--- config.mk ---
export PLATFORM = sky130hd
export DESIGN_NAME = mlpt_ctrl
export DESIGN_NICKNAME = d
export VERILOG_FILES = /design/src/rtl/mlpt_pkg.sv /design/src/rtl/mlpt_ctrl.sv
export VERILOG_INCLUDE_DIRS = /design/src /design/src/rtl
export SDC_FILE = /design/constraint.sdc
export NUM_CORES = 1
export LEC_CHECK = 0
export ABC_AREA = 1
export BUFFER_PORTS_ARGS = -buffer_cell sky130_fd_sc_hd__buf_2
export CAP_MARGIN = 20
export CORE_MARGIN = 2
export CORE_UTILIZATION = 35
export DETAILED_ROUTE_END_ITERATION = 8
export GPL_ROUTABILITY_DRIVEN = 0
export HOLD_SLACK_MARGIN = 0.08
export PLACE_DENSITY = 0.72
export SLEW_MARGIN = 20
export SYNTH_ARGS = -nofsm -noshare
export SYNTH_HDL_FRONTEND = slang
export SYNTH_SLANG_ARGS = --single-unit
--- constraint.sdc ---
create_clock -name clk -period 1.3 [get_ports clk]
set_clock_uncertainty 0.15 [all_clocks]
set_input_delay 0.065 -clock clk [delete_from_list [all_inputs] [get_ports clk]]
set_output_delay 0.065 -clock clk [all_outputs]
set_load 0.01 [all_outputs]
--- src/rtl/multilevel_page_table_top_defines.svh ---
// ----------------------------------------------------------------------------
// Page table assertion macros
// Shared concurrent check forms for the page table RTL.
// ----------------------------------------------------------------------------
`ifndef MULTILEVEL_PAGE_TABLE_TOP_DEFINES_SVH
`define MULTILEVEL_PAGE_TABLE_TOP_DEFINES_SVH

// same-cycle implication, checked outside reset
`define MLPT_ASSERT_IMPLIES(label, ante, cons) \
	label: assert property (@(posedge clk) disable iff (!arst_n) (ante) |-> (cons)) \
		else $error("mlpt: same-cycle check failed");

// next-cycle implication, checked outside reset
`define MLPT_ASSERT_NEXT(label, ante, cons) \
	label: assert property (@(posedge clk) disable iff (!arst_n) (ante) |=> (cons)) \
		else $error("mlpt: next-cycle check failed");

`endif

--- src/rtl/mlpt_pkg.sv ---
// ----------------------------------------------------------------------------
// Page table package
// Shared constants, codes and controller/datapath interface types.
// ----------------------------------------------------------------------------
package mlpt_pkg;

	// default parameter values
	localparam int MAX_LEVELS_DEF     = 4;
	localparam int MAX_LEVEL_BITS_DEF = 8;
	localparam int NODE_POOL_DEF      = 64;
	localparam int FRAME_BITS_DEF     = 20;

	// fixed field widths
	localparam int VA_W        = 32;
	localparam int FRAME_NUM_W = 20;
	localparam int STATUS_W    = 2;
	localparam int LEVEL_REGS  = 4;
	localparam int DEPTH_W     = 2;
	localparam int LVL_CNT_W   = 3;
	localparam int BITS_W      = 4;
	localparam int VPN_W       = 6;
	localparam int OW_W        = 5;
	localparam int CFG_IDX_W   = 3;
	localparam int CFG_DATA_W  = 6;

	// register indexes
	localparam logic [CFG_IDX_W-1:0] CFG_LEVEL_COUNT = 3'd0;
	localparam logic [CFG_IDX_W-1:0] CFG_LEVEL0_BITS = 3'd1;
	localparam logic [CFG_IDX_W-1:0] CFG_LEVEL1_BITS = 3'd2;
	localparam logic [CFG_IDX_W-1:0] CFG_LEVEL2_BITS = 3'd3;
	localparam logic [CFG_IDX_W-1:0] CFG_LEVEL3_BITS = 3'd4;
	localparam logic [CFG_IDX_W-1:0] CFG_VPN_BITS    = 3'd5;

	// request kinds
	localparam logic KIND_INSERT = 1'b0;
	localparam logic KIND_LOOKUP = 1'b1;

	// result status codes
	localparam logic [STATUS_W-1:0] STATUS_OK   = 2'd0;
	localparam logic [STATUS_W-1:0] STATUS_MISS = 2'd1;
	localparam logic [STATUS_W-1:0] STATUS_FULL = 2'd2;

	typedef enum logic [2:0] {
		RES_NONE = 3'd0,
		RES_MAP  = 3'd1,
		RES_HIT  = 3'd2,
		RES_MISS = 3'd3,
		RES_FULL = 3'd4
	} res_t;

	typedef struct packed {
		logic [LVL_CNT_W-1:0]             levels;
		logic [LEVEL_REGS-1:0][BITS_W-1:0] bits;
		logic [OW_W-1:0]                  ow;
	} cfg_eff_t;

	typedef struct packed {
		logic clear_wr;
		logic load;
		logic rd;
		logic wr_leaf;
		logic follow;
		logic alloc;
		logic mod_start;
		logic mod_follow;
		res_t res;
		logic deliver;
	} dp_cmd_t;

	typedef struct packed {
		logic clear_last;
		logic kind;
		logic leaf;
		logic frame_full;
		logic rd_valid;
		logic rd_small;
		logic room;
		logic mod_done;
	} dp_stat_t;

endpackage

--- src/rtl/mlpt_ctrl.sv ---
// ----------------------------------------------------------------------------
// Page table controller
// Sequences the clear sweep and the level-by-level walk of each request.
// ----------------------------------------------------------------------------
`include "multilevel_page_table_top_defines.svh"

module mlpt_ctrl (
	input  logic               clk,
	input  logic               arst_n,
	input  mlpt_pkg::dp_stat_t stat,
	input  logic               out_free,
	input  logic               in_valid,
	output logic               in_ready,
	output mlpt_pkg::dp_cmd_t  cmd
);

	typedef enum logic [5:0] {
		ST_CLEAR = 6'b000001,
		ST_IDLE  = 6'b000010,
		ST_ISSUE = 6'b000100,
		ST_WAIT  = 6'b001000,
		ST_MOD   = 6'b010000,
		ST_DONE  = 6'b100000
	} state_t;

	state_t state_q, state_d;

	// next state and commands
	always_comb begin
		state_d  = state_q;
		cmd      = '0;
		cmd.res  = mlpt_pkg::RES_NONE;
		in_ready = (state_q == ST_IDLE);
		case (state_q)
			ST_CLEAR: begin
				cmd.clear_wr = 1'b1;
				if (stat.clear_last) begin
					state_d = ST_IDLE;
				end
			end
			ST_IDLE: begin
				if (in_valid) begin
					cmd.load = 1'b1;
					state_d  = ST_ISSUE;
				end
			end
			ST_ISSUE: begin
				if (stat.kind == mlpt_pkg::KIND_INSERT && stat.frame_full) begin
					cmd.res = mlpt_pkg::RES_FULL;
					state_d = ST_DONE;
				end else if (stat.kind == mlpt_pkg::KIND_INSERT && stat.leaf) begin
					cmd.wr_leaf = 1'b1;
					cmd.res     = mlpt_pkg::RES_MAP;
					state_d     = ST_DONE;
				end else begin
					cmd.rd  = 1'b1;
					state_d = ST_WAIT;
				end
			end
			ST_WAIT: begin
				if (stat.leaf) begin
					cmd.res = stat.rd_valid ? mlpt_pkg::RES_HIT : mlpt_pkg::RES_MISS;
					state_d = ST_DONE;
				end else if (stat.rd_valid) begin
					if (stat.rd_small) begin
						cmd.follow = 1'b1;
						state_d    = ST_ISSUE;
					end else begin
						cmd.mod_start = 1'b1;
						state_d       = ST_MOD;
					end
				end else if (stat.kind == mlpt_pkg::KIND_INSERT && stat.room) begin
					cmd.alloc = 1'b1;
					state_d   = ST_ISSUE;
				end else begin
					cmd.res = (stat.kind == mlpt_pkg::KIND_INSERT) ?
					          mlpt_pkg::RES_FULL : mlpt_pkg::RES_MISS;
					state_d = ST_DONE;
				end
			end
			ST_MOD: begin
				if (stat.mod_done) begin
					cmd.mod_follow = 1'b1;
					state_d        = ST_ISSUE;
				end
			end
			ST_DONE: begin
				if (out_free) begin
					cmd.deliver = 1'b1;
					state_d     = ST_IDLE;
				end
			end
			default: begin
				state_d = ST_IDLE;
			end
		endcase
	end

	always_ff @(posedge clk or negedge arst_n) begin
		if (!arst_n) begin
			state_q <= ST_CLEAR;
		end else begin
			state_q <= state_d;
		end
	end

	`MLPT_ASSERT_IMPLIES(a_deliver_free, cmd.deliver, out_free)
	`MLPT_ASSERT_IMPLIES(a_alloc_room, cmd.alloc, stat.room && !stat.leaf)
	`MLPT_ASSERT_IMPLIES(a_leaf_write, cmd.wr_leaf, stat.leaf && !stat.frame_full)
	`MLPT_ASSERT_NEXT(a_load_walk, cmd.load, state_q == ST_ISSUE)

endmodule

Yosys cells after proc, flatten, opt, wreduce, memory -nomap -nowiden
Cells that the tools add are included.

word-level totals
  register bits = 6
  bits of input ports = 12
  output and inout bits = 13

operators by class
  eq/ne operators = 10
  multiplexer cells = 38
  bitwise logic cells = 1
  reductions and logical operators = 4

operators by type and width
  kind                                                             count
  6-bit two-way mux                                                9
  6-bit one-hot mux with 6 select lines                            1
  3-bit two-way mux                                                7
  1-bit two-way mux                                                17
  2-bit inequality test, second input constant                     4
  6-bit by 1-bit == test with 1-bit output, second input constant  1
  6-bit by 2-bit == test with 1-bit output, second input constant  1
  6-bit by 3-bit == test with 1-bit output, second input constant  1
  6-bit by 4-bit == test with 1-bit output, second input constant  1
  6-bit by 5-bit == test with 1-bit output, second input constant  1
  6-bit == test, second input constant                             1
  3-bit one-hot mux with 2 select lines                            1
  5-bit two-way mux                                                1
  2-bit two-way mux                                                2
  4-bit AND reduction                                              1
  1-bit logical AND                                                3
  1-bit NOT                                                        1

Longest topological paths before layout
  depth after elaboration = 6
  gate-level depth with buffers = 7

Worst setup path before layout
OpenSTA, ideal clock, no wires.

  path kind = reg2out
  start = register state_q[1]
  end = output port cmd[1] (netlist bit)
  arrival time = 1.079 ns
  required time = 1.085 ns
  setup slack = 0.006 ns
  stages on the path, launching flop included = 6
  buffers on the path = 0
  path through = dfrtp_1 nor2_4 inv_2 nor3_2 nand3_1 o22ai_1

RTL lines
  item                      line              text
  start: declaration        mlpt_ctrl.sv:26   state_t state_q, state_d;
  start signal: assignment  mlpt_ctrl.sv:103  state_q <= state_d;
  end: declaration          mlpt_ctrl.sv:14   output mlpt_pkg::dp_cmd_t cmd

==> metrics.csv <==
metric,value,unit
FF-to-FF End,state_q[2],
overall power,1.53,mW
H-tree lvl count,1,
Max clock buf depth,2,
worst-path cell chain,"nor2_4, buf_4, nand4_4, nor3_2, buf_2",
min-delay worst type,input port to flip-flop,
Bufs and invs on worst path,2,
Synth cell types,19,
max FFs per register,6,
fill cell count,127,
CTS Buf Count,3,
RR Startpoint,state_q[0],
number of port buffers,24,
RSZ-0062 raised after global routing,true,
Clock transition at path regs,60,ps
Ports,25,
Post-Syn Instances,83,
total negative setup slack,-5340,ps
Overall Global Routing Usage,19.4,%
"setup slack, reg-to-reg",-280,ps
"commonest non-fill, non-tap cell in the layout",buf_2,
first-pass GRT wire length,2730,µm
Reg with most FFs,state_q,
"antenna viol nets, final",0,
synth top area cells,"dfrtp_1, inv_1, nor2_1",
Most Crowded Layer GR,met2,
maximum VDD drop,0.976,mV
maximum clock frequency,577,MHz
final wirelength,2230,µm
Yosys warning total,0,
initial core utilization,36.6,%
family with the most delay on the worst path,simple AND/OR/NAND/NOR gates,
post-DP HPWL,1120,µm
vias,810,
Hold EP,state_q[5],
routing usage on met1,17.7,%
hold path start,stat[6],
leakage power,0.574,nW
CP max stage cell,dfrtp_1,
M2 GR Usage,38.8,%
Syn Area/Cell,6.57,µm²
Syn Nets,95,
initial DRC count,30,
Worst-Skew Late Latency,260,ps
CTS tree,built,
"Setup violations, final",19,
headroom to the max-slew limit,73.4,%
failing checks,negative setup slack,
Via density,5.23,
root buffer cell,clkbuf_4,
hold slack,108,ps
status,"finished, violations left",
die area,1890,µm²
Tmin final,1730,ps
fraction of layout cells with a size suffix above 1,55.4,%
WL/cell,14.4,µm
worst-margin pin slew,397,ps
row count,14,
Final Cell Area,1050,µm²
Nets,152,
hold path depth,4,
Final Hold Vio Count,0,
"Slew Viols, Final",0,
Clock Sinks,6,
"Cell Area, Synth",546,µm²
#FFs+latches synth,6,
Regs by FF count,state_q x6,
max-cap viol count,0,
TritonRoute pass-1 iters,4,
worst setup margin,-433,ps
critical path class,flip-flop to output port,
number of global-route vias before repair,688,
startpoint types,flip-flop,
PwrDens,1450,nW/µm²
area post-placement,746,µm²
antenna violations before repair,0,
area grow syn2layout,93.3,%
sequential area share after synthesis,27.8,%
worst-path maximum fanout,7,
post-synth top area share,22.9,%
ANT cells,0,
grt total ovfl,0,
number of remaining DRC errors,0,
largest stage delay on the critical path,420,ps
most frequent cells in the layout,"buf_2, buf_4, inv_1",
die width,43.5,µm
pre-CTS WS,-119,ps
"area leader, netlist",dfrtp_1,
pin count of the biggest net entering global routing,8,
Critical Path AT,1520,ps
core area,1490,µm²
WP data required,1090,ps
Tcrit/Tclk final,133,%
Die Ht,43.5,µm
GRT met3 Usage,2.50,%
CP endpoint kind,output port,
R2R cell count,8,
[area by class of cell]
| type | instances | area, µm² | share of cell area [%] |
|---|---|---|---|
| Sequential cell | 6 | 153 | 14.5 |
| Tap cell | 16 | 20.0 | 1.90 |
| Clock buffer | 4 | 26.3 | 2.49 |
| Multi-Input combinational cell | 57 | 415 | 39.4 |
| Timing Repair Buffer | 52 | 365 | 34.6 |
| Inverter | 20 | 75.1 | 7.12 |
[power by group]
| group | switching (mW) | internal [mW] | total (mW) |
|---|---|---|---|
| Clock | 0.0819 | 0.117 | 0.199 |
| Combinational | 0.553 | 0.465 | 1.02 |
| Sequential | 0.0724 | 0.237 | 0.309 |
| Total | 0.707 | 0.819 | 1.53 |
[cell usage after synthesis]
cell      instances
nor2_2            2
o22ai_1           2
nor3_2            2
o21ai_1           2
nor3_1            3
nand3_1           7
and3_1            1
nor2_4            3
nand4_2           1
nand4_1           4
dfstp_2           1
o31ai_1           1
nor2_1           15
nand4_4           1
inv_1            17
nand2b_1          1
nand2_1          12
dfrtp_1           5
inv_2             3
[worst reg2reg max path, delay by kind of cell, from the launching register on]
kind                   cells  cell delay, ps
buffers and inverters      3             300
AND/OR/NAND/NOR            5             510
flip-flops                 1             560
[worst max-delay path by stage]
stage | cells past startpoint | from | slack [ps] | end
3_5_place_dp | 6 | state_q[1] | -120 | cmd[1]
6_report | 5 | state_q[1] | -430 | cmd[5]
2_1_floorplan | 5 | state_q[1] | 6 | cmd[1]
4_1_cts | 4 | state_q[1] | -330 | cmd[1]
5_1_grt | 5 | state_q[1] | -530 | cmd[5]
3_3_place_gp | 6 | state_q[1] | -60 | cmd[1]
[per-stage QoR]
stage	util, %	instances
2_1_floorplan	-	83
3_3_place_gp	50.1	131
3_5_place_dp	50.1	131
4_1_cts	63.4	149
5_1_grt	70.8	155
6_report	70.8	155
[timing repair]
action                                 4_1_cts  5_1_grt
pin swaps                                    5        9
cloned                                       0        0
setup buffers                                6        7
hold buffers                                 8        0
endpoints found under the hold margin       11        0
gates resized for setup                     11       16
setup endpoints to repair                   17       18
[cells by family after synthesis]
group | synth area share (%)
compound gates | 5.50
buf+inv | 13.8
flops | 27.8
simple gates | 53.0
[routing by layer]
metal,share of wire [%],wire [µm]
met5,0,0
met4,5.4,121
met3,6.5,145
met2,53,1190
met1,35,772
Power figures use the tool's default switching activity.
